## src/rtl/core/mru_pkg.sv

```systemverilog
// Shared types and constants of the mixed-radix unit split block.
package mru_pkg;

	localparam int DATA_W    = 64;
	localparam int RADIX_W   = 16;
	localparam int NUM_RADIX = 7;
	localparam int CFG_IDX_W = 4;
	localparam int CNT_W     = 3;

	// Register indexes on the configuration port
	localparam logic [CFG_IDX_W-1:0] REG_UNIT_COUNT  = 4'd0;
	localparam logic [CFG_IDX_W-1:0] REG_RADIX_FIRST = 4'd1;
	localparam logic [CFG_IDX_W-1:0] REG_RADIX_LAST  = 4'd7;

	localparam logic [CNT_W-1:0] UNIT_COUNT_RESET = 3'd7;

	// Radix table after reset, unit 0 in the lowest slot
	localparam logic [NUM_RADIX-1:0][RADIX_W-1:0] RADIX_RESET = {
		16'd365, 16'd12, 16'd30, 16'd24, 16'd60, 16'd60, 16'd1000
	};

	// Sign codes of the difference
	localparam logic signed [1:0] SIGN_POS  = 2'sb01;
	localparam logic signed [1:0] SIGN_ZERO = 2'sb00;
	localparam logic signed [1:0] SIGN_NEG  = 2'sb11;

	typedef struct packed {
		logic [CNT_W-1:0]                     unit_count;
		logic [NUM_RADIX-1:0][RADIX_W-1:0]    radix;
	} cfg_regs_t;

	typedef struct packed {
		logic               start;
		logic [DATA_W-1:0]  dividend;
		logic [RADIX_W-1:0] divisor;
	} div_req_t;

	typedef struct packed {
		logic               busy;
		logic               done;
		logic [DATA_W-1:0]  quotient;
		logic [RADIX_W-1:0] remainder;
	} div_stat_t;

endpackage

```

## src/rtl/core/mru_if.sv

```systemverilog
// Channel interfaces of the mixed-radix unit split block.
interface mru_in_if import mru_pkg::*; ();
	logic              valid;
	logic              ready;
	logic              op;
	logic [DATA_W-1:0] value_a;
	logic [DATA_W-1:0] value_b;
	logic [2:0]        max_extra_units;

	modport source (output valid, op, value_a, value_b, max_extra_units, input ready);
	modport sink   (input valid, op, value_a, value_b, max_extra_units, output ready);
endinterface

interface mru_out_if import mru_pkg::*; ();
	logic               valid;
	logic               ready;
	logic [2:0]         unit_index;
	logic [DATA_W-1:0]  digit_value;
	logic [CNT_W-1:0]   units_used;
	logic signed [1:0]  sign;
	logic               last;

	modport source (output valid, unit_index, digit_value, units_used, sign, last, input ready);
	modport sink   (input valid, unit_index, digit_value, units_used, sign, last, output ready);
endinterface

interface mru_cfg_if import mru_pkg::*; ();
	logic                 valid;
	logic                 ready;
	logic [CFG_IDX_W-1:0] index;
	logic [RADIX_W-1:0]   data;

	modport source (output valid, index, data, input ready);
	modport sink   (input valid, index, data, output ready);
endinterface

```

## src/rtl/core/mru_regs.sv

```systemverilog
// Configuration register file: unit count and radix table.
module mru_regs import mru_pkg::*; (
	input  logic      clk,
	input  logic      arst_n,
	mru_cfg_if.sink   cfg,
	output cfg_regs_t regs
);

	cfg_regs_t regs_q;

	assign cfg.ready = 1'b1;
	assign regs      = regs_q;

	// Write one register per request, drop indexes past the table
	always_ff @(posedge clk or negedge arst_n) begin
		if (!arst_n) begin
			regs_q.unit_count <= UNIT_COUNT_RESET;
			regs_q.radix      <= RADIX_RESET;
		end else if (cfg.valid) begin
			if (cfg.index == REG_UNIT_COUNT) begin
				regs_q.unit_count <= cfg.data[CNT_W-1:0];
			end else if (cfg.index >= REG_RADIX_FIRST && cfg.index <= REG_RADIX_LAST) begin
				regs_q.radix[3'(cfg.index - REG_RADIX_FIRST)] <= cfg.data;
			end
		end
	end

endmodule

```

## src/rtl/core/mru_div.sv

```systemverilog
// Bit-serial restoring divider: 64-bit dividend by a 16-bit radix.
module mru_div import mru_pkg::*; (
	input  logic      clk,
	input  logic      arst_n,
	input  div_req_t  req,
	output div_stat_t stat
);

	localparam int STEP_W = $clog2(DATA_W);

	logic                busy_q;
	logic                done_q;
	logic [STEP_W-1:0]   step_q;
	logic [DATA_W-1:0]   quo_q;
	logic [RADIX_W-1:0]  rem_q;
	logic [RADIX_W-1:0]  den_q;

	logic [RADIX_W:0]    trial;
	logic [RADIX_W:0]    diff;
	logic                fits;

	// One quotient bit per cycle
	always_comb begin
		trial = {rem_q, quo_q[DATA_W-1]};
		diff  = trial - {1'b0, den_q};
		fits  = trial >= {1'b0, den_q};
	end

	// Step control
	always_ff @(posedge clk or negedge arst_n) begin
		if (!arst_n) begin
			busy_q <= 1'b0;
			done_q <= 1'b0;
			step_q <= '0;
		end else if (req.start) begin
			busy_q <= 1'b1;
			done_q <= 1'b0;
			step_q <= '0;
		end else if (busy_q) begin
			step_q <= step_q + 1'b1;
			if (step_q == STEP_W'(DATA_W - 1)) begin
				busy_q <= 1'b0;
				done_q <= 1'b1;
			end
		end else begin
			done_q <= 1'b0;
		end
	end

	// Shift dividend into quotient, keep partial remainder
	always_ff @(posedge clk) begin
		if (req.start) begin
			quo_q <= req.dividend;
			rem_q <= '0;
			den_q <= req.divisor;
		end else if (busy_q) begin
			quo_q <= {quo_q[DATA_W-2:0], fits};
			rem_q <= fits ? diff[RADIX_W-1:0] : trial[RADIX_W-1:0];
		end
	end

	assign stat.busy      = busy_q;
	assign stat.done      = done_q;
	assign stat.quotient  = quo_q;
	assign stat.remainder = rem_q;

	// A new division only starts on an idle divider
	a_start_idle: assert property (@(posedge clk) disable iff (!arst_n)
		req.start |-> !busy_q)
		else $error("divider restarted while busy");

	// Done follows the last step
	a_done_after_busy: assert property (@(posedge clk) disable iff (!arst_n)
		$rose(done_q) |-> $past(busy_q))
		else $error("divider done without a running division");

	// Remainder stays below the divisor once finished
	a_rem_bound: assert property (@(posedge clk) disable iff (!arst_n)
		done_q |-> rem_q < den_q)
		else $error("remainder not below divisor");

endmodule

```

## src/rtl/core/mixed_radix_unit_split_top.sv

```systemverilog
// Top level of the mixed-radix unit split block: sequencer, output register and units.
//
// An accepted request is reduced to one value (value_a, or |value_a - value_b| with its
// sign) and divided serially by the configured radixes in one shared bit-serial divider.
// Each division loads its operands and then works out the 64 quotient bits, and a zero
// value skips the divider and goes straight to emission. Results leave highest unit first
// through an output register, and a stalled output stretches the emission phase. The
// input is ready only while the sequencer is idle. Configuration writes are taken at
// any time and must only be issued while the block is idle.
module mixed_radix_unit_split_top import mru_pkg::*; #(
	parameter int MAX_UNITS = 7
) (
	input  logic       clk,
	input  logic       arst_n,
	mru_in_if.sink     in_ch,
	mru_out_if.source  out_ch,
	mru_cfg_if.sink    cfg
);

	localparam int IW = (MAX_UNITS > 1) ? $clog2(MAX_UNITS) : 1;
	localparam logic [CNT_W-1:0] MAX_CNT = CNT_W'(MAX_UNITS);

	typedef enum logic [3:0] {
		ST_IDLE = 4'b0001,
		ST_PREP = 4'b0010,
		ST_DIV  = 4'b0100,
		ST_EMIT = 4'b1000
	} state_t;

	state_t             state_q;
	cfg_regs_t          regs;
	div_req_t           div_req;
	div_stat_t          div_stat;

	logic               op_q;
	logic [DATA_W-1:0]  a_q;
	logic [DATA_W-1:0]  b_q;
	logic [3:0]         lim_q;
	logic signed [1:0]  sign_q;
	logic [DATA_W-1:0]  cur_q;
	logic [CNT_W-1:0]   idx_q;
	logic [CNT_W-1:0]   count_q;
	logic [IW-1:0]      k_q;
	logic [DATA_W-1:0]  digits_q [MAX_UNITS];

	logic               out_valid_q;
	logic [2:0]         out_unit_q;
	logic [DATA_W-1:0]  out_digit_q;
	logic [CNT_W-1:0]   out_used_q;
	logic signed [1:0]  out_sign_q;
	logic               out_last_q;

	logic [DATA_W:0]    diff_ab;
	logic [DATA_W-1:0]  diff_ba;
	logic [DATA_W-1:0]  val;
	logic signed [1:0]  sign_d;
	logic [CNT_W-1:0]   n_eff;
	logic [CNT_W-1:0]   idx_nx;
	logic               stop;
	logic               out_free;
	logic [2:0]         rad_sel;
	logic [RADIX_W-1:0] rad_raw;

	mru_regs u_regs (
		.clk    (clk),
		.arst_n (arst_n),
		.cfg    (cfg),
		.regs   (regs)
	);

	mru_div u_div (
		.clk    (clk),
		.arst_n (arst_n),
		.req    (div_req),
		.stat   (div_stat)
	);

	// Reduce the request to one value and its sign
	always_comb begin
		diff_ab = {1'b0, a_q} - {1'b0, b_q};
		diff_ba = b_q - a_q;
		if (!op_q) begin
			val    = a_q;
			sign_d = SIGN_ZERO;
		end else if (diff_ab[DATA_W]) begin
			val    = diff_ba;
			sign_d = SIGN_NEG;
		end else begin
			val    = diff_ab[DATA_W-1:0];
			sign_d = (diff_ab[DATA_W-1:0] == '0) ? SIGN_ZERO : SIGN_POS;
		end
	end

	// Clamp the unit count and decide where the split ends
	always_comb begin
		if (regs.unit_count == '0) begin
			n_eff = CNT_W'(1);
		end else if (regs.unit_count > MAX_CNT) begin
			n_eff = MAX_CNT;
		end else begin
			n_eff = regs.unit_count;
		end
		idx_nx = idx_q + CNT_W'(1);
		stop   = (idx_nx >= n_eff) || (div_stat.quotient == '0) || ({1'b0, idx_nx} >= lim_q);
	end

	// Launch divisions: first from the prepared value, then from each quotient
	always_comb begin
		rad_sel          = (state_q == ST_PREP) ? 3'd0 : idx_nx;
		rad_raw          = regs.radix[rad_sel];
		div_req.divisor  = (rad_raw == '0) ? RADIX_W'(1) : rad_raw;
		div_req.dividend = (state_q == ST_PREP) ? val : div_stat.quotient;
		div_req.start    = ((state_q == ST_PREP) && (val != '0)) ||
		                   ((state_q == ST_DIV) && div_stat.done && !stop);
	end

	assign out_free    = !out_valid_q || out_ch.ready;
	assign in_ch.ready = (state_q == ST_IDLE);

	// Sequencer
	always_ff @(posedge clk or negedge arst_n) begin
		if (!arst_n) begin
			state_q <= ST_IDLE;
		end else begin
			case (state_q)
				ST_IDLE: begin
					if (in_ch.valid) begin
						state_q <= ST_PREP;
					end
				end
				ST_PREP: begin
					state_q <= (val == '0) ? ST_EMIT : ST_DIV;
				end
				ST_DIV: begin
					if (div_stat.done && stop) begin
						state_q <= ST_EMIT;
					end
				end
				ST_EMIT: begin
					if (out_free && k_q == '0) begin
						state_q <= ST_IDLE;
					end
				end
				default: begin
					state_q <= ST_IDLE;
				end
			endcase
		end
	end

	// Request capture and digit collection
	always_ff @(posedge clk) begin
		case (state_q)
			ST_IDLE: begin
				if (in_ch.valid) begin
					op_q  <= in_ch.op;
					a_q   <= in_ch.value_a;
					b_q   <= in_ch.value_b;
					lim_q <= {1'b0, in_ch.max_extra_units} + 4'd1;
				end
			end
			ST_PREP: begin
				sign_q <= sign_d;
				cur_q  <= val;
				idx_q  <= '0;
				if (val == '0) begin
					digits_q[0] <= '0;
					count_q     <= '0;
					k_q         <= '0;
				end
			end
			ST_DIV: begin
				if (div_stat.done) begin
					if (stop) begin
						// last unit keeps the whole dividend: folded leftover
						digits_q[idx_q[IW-1:0]] <= cur_q;
						count_q                 <= idx_nx;
						k_q                     <= idx_q[IW-1:0];
					end else begin
						digits_q[idx_q[IW-1:0]] <= {{(DATA_W-RADIX_W){1'b0}}, div_stat.remainder};
						cur_q                   <= div_stat.quotient;
						idx_q                   <= idx_nx;
					end
				end
			end
			ST_EMIT: begin
				if (out_free && k_q != '0) begin
					k_q <= k_q - 1'b1;
				end
			end
			default: begin
			end
		endcase
	end

	// Output register valid
	always_ff @(posedge clk or negedge arst_n) begin
		if (!arst_n) begin
			out_valid_q <= 1'b0;
		end else if (state_q == ST_EMIT && out_free) begin
			out_valid_q <= 1'b1;
		end else if (out_ch.ready) begin
			out_valid_q <= 1'b0;
		end
	end

	// Output register payload, highest unit first
	always_ff @(posedge clk) begin
		if (state_q == ST_EMIT && out_free) begin
			out_unit_q  <= 3'(k_q);
			out_digit_q <= digits_q[k_q];
			out_used_q  <= count_q;
			out_sign_q  <= sign_q;
			out_last_q  <= (k_q == '0);
		end
	end

	assign out_ch.valid       = out_valid_q;
	assign out_ch.unit_index  = out_unit_q;
	assign out_ch.digit_value = out_digit_q;
	assign out_ch.units_used  = out_used_q;
	assign out_ch.sign        = out_sign_q;
	assign out_ch.last        = out_last_q;

	// Only the unit 0 result closes a run
	a_last_unit0: assert property (@(posedge clk) disable iff (!arst_n)
		out_valid_q |-> (out_last_q == (out_unit_q == 3'd0)))
		else $error("last flag not on unit 0");

	// A zero value gives a zero digit
	a_zero_run: assert property (@(posedge clk) disable iff (!arst_n)
		(out_valid_q && out_used_q == '0) |-> (out_digit_q == '0 && out_last_q))
		else $error("zero value run malformed");

	// A result's unit lies below the number of units used
	a_unit_bound: assert property (@(posedge clk) disable iff (!arst_n)
		(out_valid_q && out_used_q != '0) |-> (out_unit_q < out_used_q))
		else $error("unit index beyond units used");

	// No division runs while results are sent
	a_emit_quiet: assert property (@(posedge clk) disable iff (!arst_n)
		(state_q == ST_EMIT) |-> !div_stat.busy)
		else $error("divider busy during emission");

endmodule

```

## src/flat_wrapper.sv

```systemverilog
// flat-port wrapper written by rule: the top's interface ports become plain ports
module mixed_radix_unit_split_top_flat import mru_pkg::*;
#(
	parameter int MAX_UNITS = 7
)
  (clk, arst_n, in_ch_valid, in_ch_op, in_ch_value_a, in_ch_value_b, in_ch_max_extra_units, in_ch_ready, out_ch_valid, out_ch_unit_index, out_ch_digit_value, out_ch_units_used, out_ch_sign, out_ch_last, out_ch_ready, cfg_valid, cfg_index, cfg_data, cfg_ready);
  mru_in_if in_ch_i ();
  mru_out_if out_ch_i ();
  mru_cfg_if cfg_i ();
  input  logic clk;
  input  logic arst_n;
  input wire logic [$bits(in_ch_i.valid)-1:0] in_ch_valid;
  input wire logic [$bits(in_ch_i.op)-1:0] in_ch_op;
  input wire logic [$bits(in_ch_i.value_a)-1:0] in_ch_value_a;
  input wire logic [$bits(in_ch_i.value_b)-1:0] in_ch_value_b;
  input wire logic [$bits(in_ch_i.max_extra_units)-1:0] in_ch_max_extra_units;
  output wire logic [$bits(in_ch_i.ready)-1:0] in_ch_ready;
  output wire logic [$bits(out_ch_i.valid)-1:0] out_ch_valid;
  output wire logic [$bits(out_ch_i.unit_index)-1:0] out_ch_unit_index;
  output wire logic [$bits(out_ch_i.digit_value)-1:0] out_ch_digit_value;
  output wire logic [$bits(out_ch_i.units_used)-1:0] out_ch_units_used;
  output wire logic [$bits(out_ch_i.sign)-1:0] out_ch_sign;
  output wire logic [$bits(out_ch_i.last)-1:0] out_ch_last;
  input wire logic [$bits(out_ch_i.ready)-1:0] out_ch_ready;
  input wire logic [$bits(cfg_i.valid)-1:0] cfg_valid;
  input wire logic [$bits(cfg_i.index)-1:0] cfg_index;
  input wire logic [$bits(cfg_i.data)-1:0] cfg_data;
  output wire logic [$bits(cfg_i.ready)-1:0] cfg_ready;
  assign in_ch_i.valid = in_ch_valid;
  assign in_ch_i.op = in_ch_op;
  assign in_ch_i.value_a = in_ch_value_a;
  assign in_ch_i.value_b = in_ch_value_b;
  assign in_ch_i.max_extra_units = in_ch_max_extra_units;
  assign in_ch_ready = in_ch_i.ready;
  assign out_ch_valid = out_ch_i.valid;
  assign out_ch_unit_index = out_ch_i.unit_index;
  assign out_ch_digit_value = out_ch_i.digit_value;
  assign out_ch_units_used = out_ch_i.units_used;
  assign out_ch_sign = out_ch_i.sign;
  assign out_ch_last = out_ch_i.last;
  assign out_ch_i.ready = out_ch_ready;
  assign cfg_i.valid = cfg_valid;
  assign cfg_i.index = cfg_index;
  assign cfg_i.data = cfg_data;
  assign cfg_ready = cfg_i.ready;
  mixed_radix_unit_split_top #(.MAX_UNITS(MAX_UNITS)) u_core (.clk(clk), .arst_n(arst_n), .in_ch(in_ch_i), .out_ch(out_ch_i), .cfg(cfg_i));
endmodule
```

## config.mk

```make
export PLATFORM = sky130hd
export DESIGN_NAME = mixed_radix_unit_split_top_flat
export DESIGN_NICKNAME = d
export VERILOG_FILES = /design/src/rtl/core/mru_pkg.sv /design/src/rtl/core/mru_if.sv /design/src/rtl/core/mru_regs.sv /design/src/rtl/core/mru_div.sv /design/src/rtl/core/mixed_radix_unit_split_top.sv /design/src/flat_wrapper.sv
export SDC_FILE = /design/constraint.sdc
export NUM_CORES = 2
export LEC_CHECK = 0
export CORE_ASPECT_RATIO = 0.8
export CORE_MARGIN = 1.5
export CORE_UTILIZATION = 35
export DETAILED_ROUTE_END_ITERATION = 8
export DONT_BUFFER_PORTS = 1
export PLACE_DENSITY = 0.54
export SLEW_MARGIN = 20
export SYNTH_ARGS = -nofsm -noshare
export SYNTH_HDL_FRONTEND = slang
export SYNTH_SLANG_ARGS = --single-unit
```

## constraint.sdc

```tcl
create_clock -name clk -period 21.1 [get_ports clk]
set_clock_uncertainty 0.05 [all_clocks]
set_input_delay 1.055 -clock clk [delete_from_list [all_inputs] [get_ports clk]]
set_output_delay 1.055 -clock clk [all_outputs]
set_load 0.03 [all_outputs]
```

# ---- Word level (Yosys, flattened, before mapping)
# Memory sizes are Yosys's and may differ from the RTL's. A register that Yosys moved wholly into a read port is not among the register bits.
# Cells that the tools add are included.
# Widths: inputs -> output; s select.
dict set report classes {
  eq_ne 15
  muxes 60
  reduce_logical 37
  n_bitwise 2
  n_addsub 8
  order_cmp 9
}
# operator count
set op_table {}
lappend op_table {{$mux 64} 9}
lappend op_table {{$logic_not 64->1} 3}
lappend op_table {{$pmux 64 s2} 1}
lappend op_table {{$bwmux 112} 1}
lappend op_table {{$sub 64x64->65} 1}
lappend op_table {{$reduce_bool 64->1} 1}
lappend op_table {{$reduce_or 64->1} 1}
lappend op_table {{$sub 64x64->64} 1}
lappend op_table {{$bmux 16 s3} 1}
lappend op_table {{$demux 16 s3} 1}
lappend op_table {{$mux 16} 3}
lappend op_table {{$mux 3} 12}
lappend op_table {{$mux 1} 21}
lappend op_table {{$ge 17x16->1} 1}
lappend op_table {{$logic_not 16->1} 1}
lappend op_table {{$mux 4} 4}
lappend op_table {{$pmux 4 s4} 1}
lappend op_table {{$sub 16x16->16} 1}
lappend op_table {{$mux 6} 2}
lappend op_table {{$ne 2x2->1 const B} 6}
lappend op_table {{$pmux 3 s2} 2}
lappend op_table {{$logic_and 1x1->1} 9}
lappend op_table {{$pmux 3 s3} 1}
lappend op_table {{$reduce_and 3->1} 3}
lappend op_table {{other kinds (30)} 44}
dict set report totals {
  ramBits 448
  n_memories 1
  ff_bits 441
}
# memory words word_bits rd rd_ports_with_merged_regs write_ports line
set mem_list {}
lappend mem_list {u_core.digits_q 7 64 1 1 1 mixed_radix_unit_split_top.sv:44} ;# logic [DATA_W-1:0] digits_q [MAX_UNITS];

# ---- Logic depth before layout (Yosys ltp)
dict set report logic_depth {
  depth_word 13
  ltp_mapped 23
}

# ---- Cells and area by module
# A second synthesis with hierarchy kept.
dict set report hier_totals {
  cells_unflattened 4022
  area_unflattened_um2 49137.1
}
# module area_each_um2 cells_each n_inst
set modules_own_cells {}
lappend modules_own_cells {mixed_radix_unit_split_top 39579.2 3391 1}
lappend modules_own_cells {mru_div 5037.3 375 1}
lappend modules_own_cells {mru_regs 4520.6 256 1}

# ---- Worst setup path after synthesis
# No wires, ideal clock.
dict set report synth_path {
  path_kind {reg-to-reg}
  start {register u_core.state_q[1]}
  end {memory u_core.digits_q[1][0] (enable)}
  arrival_ns 8.012
  path_stages_with_launch 5
  slack_ns 12.372
  t_required_ns 20.384
  period_less_slack_ns 8.728
  cell_sequence {dfrtp_1 > nor4b_1 > clkbuf_1 > nand2_1 > nor4b_1}
}
dict set report synth_between {
  elab_chain_cells 6
  word_cells_on_any_way 12
  classes_between {eq/ne (2); mux (8); bitwise (1); reduce/logical (1)}
}
# item line
set synth_rtl {}
lappend synth_rtl {{start: declaration} mixed_radix_unit_split_top.sv:30} ;# state_t state_q;
lappend synth_rtl {{start signal: assignment} mixed_radix_unit_split_top.sv:132} ;# state_q <= (val == '0) ? ST_EMIT : ST_DIV;
lappend synth_rtl {{$eq 4x3->1} mixed_radix_unit_split_top.sv:153} ;# case (state_q)
lappend synth_rtl {{$mux 1} mixed_radix_unit_split_top.sv:153}
lappend synth_rtl {{$mux 1 (on tied branches)} {mixed_radix_unit_split_top.sv:176, mixed_radix_unit_split_top.sv:180}}
lappend synth_rtl {{$or 1x1->1 (no line)} -}
lappend synth_rtl {{$reduce_or 64->1 (no line)} -}
lappend synth_rtl {{$mux 3 (no line) / $mux 1 (equally long branches)} -}
lappend synth_rtl {{end: declaration} mixed_radix_unit_split_top.sv:44}
# Parallel ways exist; a longest one is shown, timed or not.

# ---- Worst setup path in the final report
dict set report layout_path {
  start {register u_core.a_q[23]}
  end {register u_core.u_div.quo_q[29] (data pin)}
}
dict set report layout_between {
  elab_chain_cells 7
  word_cells_on_any_way 9
  classes_between {add/sub (2); mux (4); reduce/logical (3)}
}
# item line
set layout_rtl {}
lappend layout_rtl {{start: declaration} mixed_radix_unit_split_top.sv:36} ;# logic [DATA_W-1:0] a_q;
lappend layout_rtl {{start signal: assignment} mixed_radix_unit_split_top.sv:157} ;# a_q <= in_ch.value_a;
lappend layout_rtl {{$sub 64x64->65 / $sub 64x64->64 (equally long branches)} {mixed_radix_unit_split_top.sv:80, mixed_radix_unit_split_top.sv:81}}
lappend layout_rtl {{$mux 64} mixed_radix_unit_split_top.sv:85} ;# end else if (diff_ab[DATA_W]) begin
lappend layout_rtl {{$mux 64 *} mixed_radix_unit_split_top.sv:82} ;# if (!op_q) begin
lappend layout_rtl {{$reduce_bool 64->1} mixed_radix_unit_split_top.sv:113} ;# div_req.start = ((state_q == ST_PREP) && (val != '0)) ||
lappend layout_rtl {{$logic_and 1x1->1} mixed_radix_unit_split_top.sv:113}
lappend layout_rtl {{$logic_or 1x1->1} mixed_radix_unit_split_top.sv:113}
lappend layout_rtl {{$mux 64 *} mru_div.sv:52} ;# if (req.start) begin
lappend layout_rtl {{end signal: assignment} mru_div.sv:53} ;# quo_q <= req.dividend;
lappend layout_rtl {{end signal: assignment} mru_div.sv:57} ;# quo_q <= {quo_q[DATA_W-2:0], fits};
lappend layout_rtl {{end: declaration} mru_div.sv:14} ;# logic [DATA_W-1:0] quo_q;
# Every way passes the cells marked *; elsewhere a longest branch is shown, timed or not. The select of a mux whose other input is x is not followed.
# A chain may end at the register's enable or synchronous reset.

==> impl_metrics.env <==
export IMPL_status="completed"
export IMPL_drive_above_1_share_pct=12.3
export IMPL_portBuffers=0
export IMPL_grt_pass1_wl_mm=218
export IMPL_hold_ws_ns=0.125
export IMPL_coreArea_um2=137000
export IMPL_cts_tree="done"
export IMPL_crit_arrival_ns=8.77
export IMPL_total_power_mw=7.50
export IMPL_root_buffer="clkbuf_16"
export IMPL_syn_avg_cell_area_um2=12.0
export IMPL_drt_initial_drc_count=3721
export IMPL_end_kind="flop"
export IMPL_antenna_found_initial=41
export IMPL_hold_viol=0
export IMPL_fin_area_um2=53700
export IMPL_setup_viol=0
export IMPL_ios=233
export IMPL_post_cts_setup_buffers=0
export IMPL_path_class="flop to flop"
export IMPL_r2r_end="u_core.u_div.quo_q[29]"
export IMPL_timing_fmax_ghz=0.119
export IMPL_worst_r2r_setup_slack_ns=12.71
export IMPL_area_growth_pct=10.6
export IMPL_critPathMaxStageDelay_ns=0.75
export IMPL_cp_start_kind="flop"
export IMPL_fill_cells=13200
export IMPL_wl_met3_mm=11.6
export IMPL_die_h_um=336
export IMPL_p_leak_nw=18.9
export IMPL_min_path_type="input port to asynchronous set/reset pin"
export IMPL_syn_cell_area_um2=48500
export IMPL_dr_pass1_iters=6
export IMPL_worstMarginPinSlew_ns=1.24
export IMPL_rsz0062_at_grt="false"
export IMPL_fin_util_pct=39.2
export IMPL_dp_slack_ns=13.01
export IMPL_cts_resized=0
export IMPL_die_x_um=419
export IMPL_grt_pass1_vias=31300
export IMPL_synth_cells=4039
export IMPL_path_clk_slew_ns=0.06
export IMPL_synth_edff_count=809
export IMPL_place_area_um2=50500
export IMPL_maxCapViolCount=0
export IMPL_numCtsBuffers=100
export IMPL_ys_top_cells_by_count="edfxtp_1, nand2_1, o21ai_0, a21oi_1, inv_1"
export IMPL_wl_per_cell_um=25.4
export IMPL_top_layer_used="met5"
export IMPL_slowest_stage="nand2_4"
export IMPL_hpwl_mm=107
export IMPL_ctsHoldBuffers=1
export IMPL_num_vias=33300
export IMPL_reg2reg_from="u_core.a_q[23]"
export IMPL_period_needed_ns=8.39
export IMPL_grt_max_degree=194
export IMPL_setup_ws_ns=12.71
export IMPL_wl_met1_mm=70.9
export IMPL_synth_area_top_cells="edfxtp_1, dfrtp_1, ha_1"
export IMPL_dieArea_um2=141000
export IMPL_synth_nets=4356
export IMPL_final_cells=5924
export IMPL_yosysWarnings=0
export IMPL_htreeDepth=3
export IMPL_dp_cells=5729
export IMPL_synth_top_area_share_pct=50.1
export IMPL_drv_slew=0
export IMPL_async_reset_ff_share_pct=13.4
export IMPL_rr_worst_depth=17
export IMPL_peakVddDrop_mv=0.101
export IMPL_synth_area_leader_cell="edfxtp_1"
export IMPL_wl_met2_mm=64.1
export IMPL_slew_headroom_pct=16.5
export IMPL_ys_flop_type="edfxtp_1"
export IMPL_synth_yosys_seq_area_share_pct=57.4
export IMPL_ant_nets=0
export IMPL_cts_sinks=953
export IMPL_ys_ff_latch=953
export IMPL_insertion_delay_ns=0.73
export IMPL_p_per_area_nw_per_um2=140
export IMPL_overflow=0
export IMPL_cp_max_fo=44
export IMPL_crit_chain="ha_1 > nand2_1 > o21ai_0 > a2bb2oi_1 > a311oi_1 > a221o_1 > buf_4 > nor2_4 > mux2i_1 > xnor2_1 > mux2i_1 > nand4_1 > nor4_1 > nand4_1 > nand2_4 > buf_4 > mux2_1"
export IMPL_post_route_drc_count=0
export IMPL_fin_tns_setup_ns=0
export IMPL_ys_types=86
export IMPL_final_nets=4305
export IMPL_crit_required_ns=21.48
export IMPL_yosysMostFrequentCell="edfxtp_1"
export IMPL_grt_total_usage_pct=20.9
export IMPL_initial_core_util_pct=35.5
export IMPL_via_per_inst=5.62
export IMPL_fin_crit_sh_pct=39.8
export IMPL_totalWireLength_mm=150
export IMPL_clk_path_buf_depth=3
export IMPL_rows=121
export IMPL_gp_congestion=0.966
## layout by cell type, fill, tap and decap left out, drive strengths merged, types with 15 or more instances in the layout
| cell type | Yosys | layout |
|---|---|---|
| dfxtp | 16 | 16 |
| a21oi | 266 | 266 |
| dfstp | 32 | 32 |
| clkbuf | 140 | 136 |
| and2 | 60 | 60 |
| nand2b | 17 | 17 |
| nor3 | 50 | 50 |
| o211ai | 37 | 37 |
| nand2 | 361 | 361 |
| nor4 | 46 | 46 |
| mux2 | 196 | 196 |
| a211oi | 16 | 16 |
| mux2i | 150 | 150 |
| a31oi | 28 | 28 |
| or3 | 24 | 24 |
| nand3 | 77 | 77 |
| a21o | 42 | 42 |
| clkinv | 0 | 37 |
| o21a | 40 | 40 |
| o21ai | 345 | 345 |
| ha | 157 | 157 |
| a221oi | 25 | 25 |
| nand4 | 75 | 75 |
| and4 | 15 | 15 |
| xnor2 | 75 | 75 |
| edfxtp | 809 | 809 |
| mux4 | 64 | 64 |
| inv | 238 | 244 |
| dfrtp | 96 | 96 |
| xor2 | 26 | 26 |
| buf | 73 | 60 |
| o21bai | 22 | 22 |
| a21boi | 19 | 19 |
| nor2 | 176 | 176 |
| o31ai | 15 | 15 |
| o211a | 16 | 16 |
## area by class of cell
type	count	area (µm²)	area share [%]
multi-input cells	2635	19000	35.4
repair buffers	60	503	0.937
inverters	238	893	1.66
diodes	9	22.5	0.0420
clock inverters	48	418	0.778
flip-flops and latches	953	27900	51.9
clock buffers	136	2680	4.99
well taps	1845	2310	4.30
## logic make-up (layout without fill, tap and decap cells)
logic type | Yosys count | in the layout | share of synthesized area, %
buffers and inverters | 451 | 482 | 3.72
adders and majority gates | 160 | 160 | 4.17
and+or+nand+nor | 974 | 974 | 9.71
AOI/OAI and AO/OA | 989 | 989 | 12.5
xor gates and xnor gates | 101 | 101 | 1.82
muxes | 410 | 410 | 10.6
DFF | 953 | 953 | 57.4
other | 1 | 10 | 0.00773
## metal layers
metal | GRT usage (%) | vias up
li1 | - | 15100
met1 | 31.4 | 16700
met2 | 30.4 | 1277
met3 | 4.36 | 235
met4 | 5.60 | 14
met5 | 0 | -
## worst max-delay path by stage
stage                                   endpoint  cells after the start  slack (ns)               from
final                     u_core.u_div.quo_q[29]                     17       12.71     u_core.a_q[23]
after global routing       u_core.u_div.quo_q[2]                     20       12.41      u_core.a_q[0]
after CTS                 u_core.u_div.quo_q[29]                     20       12.91      u_core.a_q[0]
after detailed placement  u_core.u_div.quo_q[29]                     20       13.01      u_core.a_q[0]
after global placement    u_core.u_div.den_q[10]                     20       12.85      u_core.a_q[0]
after floorplan            u_core.digits_q[1][0]                      4       12.37  u_core.state_q[1]
## report_power, final
part | switching, mW | internal (mW)
logic | 2.13 | 1.01
clock network | 0.756 | 0.933
registers | 0.220 | 2.46
total | 3.10 | 4.40
## registers in the layout, indices dropped and copies added, names as in the netlist, 4 cells and up
register and cells:
u_core.a_q 64, u_core.b_q 64, u_core.u_div.quo_q 64, u_core.u_regs.regs 115
u_core.u_div.rem_q 16, u_core.state_q 4, u_core.cur_q 64, u_core.out_ch.digit_value 64
u_core.u_div.step_q 6, u_core.digits_q 448, u_core.lim_q 4, u_core.u_div.den_q 16
## worst max-delay path: cells and delay by family, from the launching register on
kind	cells	cell delay [ns]
flops	1	0.50
simple gates	6	2.33
xor+xnor	1	0.13
mux	3	1.52
compound gates	4	1.89
fa+ha+maj	1	0.63
buf+inv	2	1.02
Note: power is estimated with default switching activity, not from simulation.
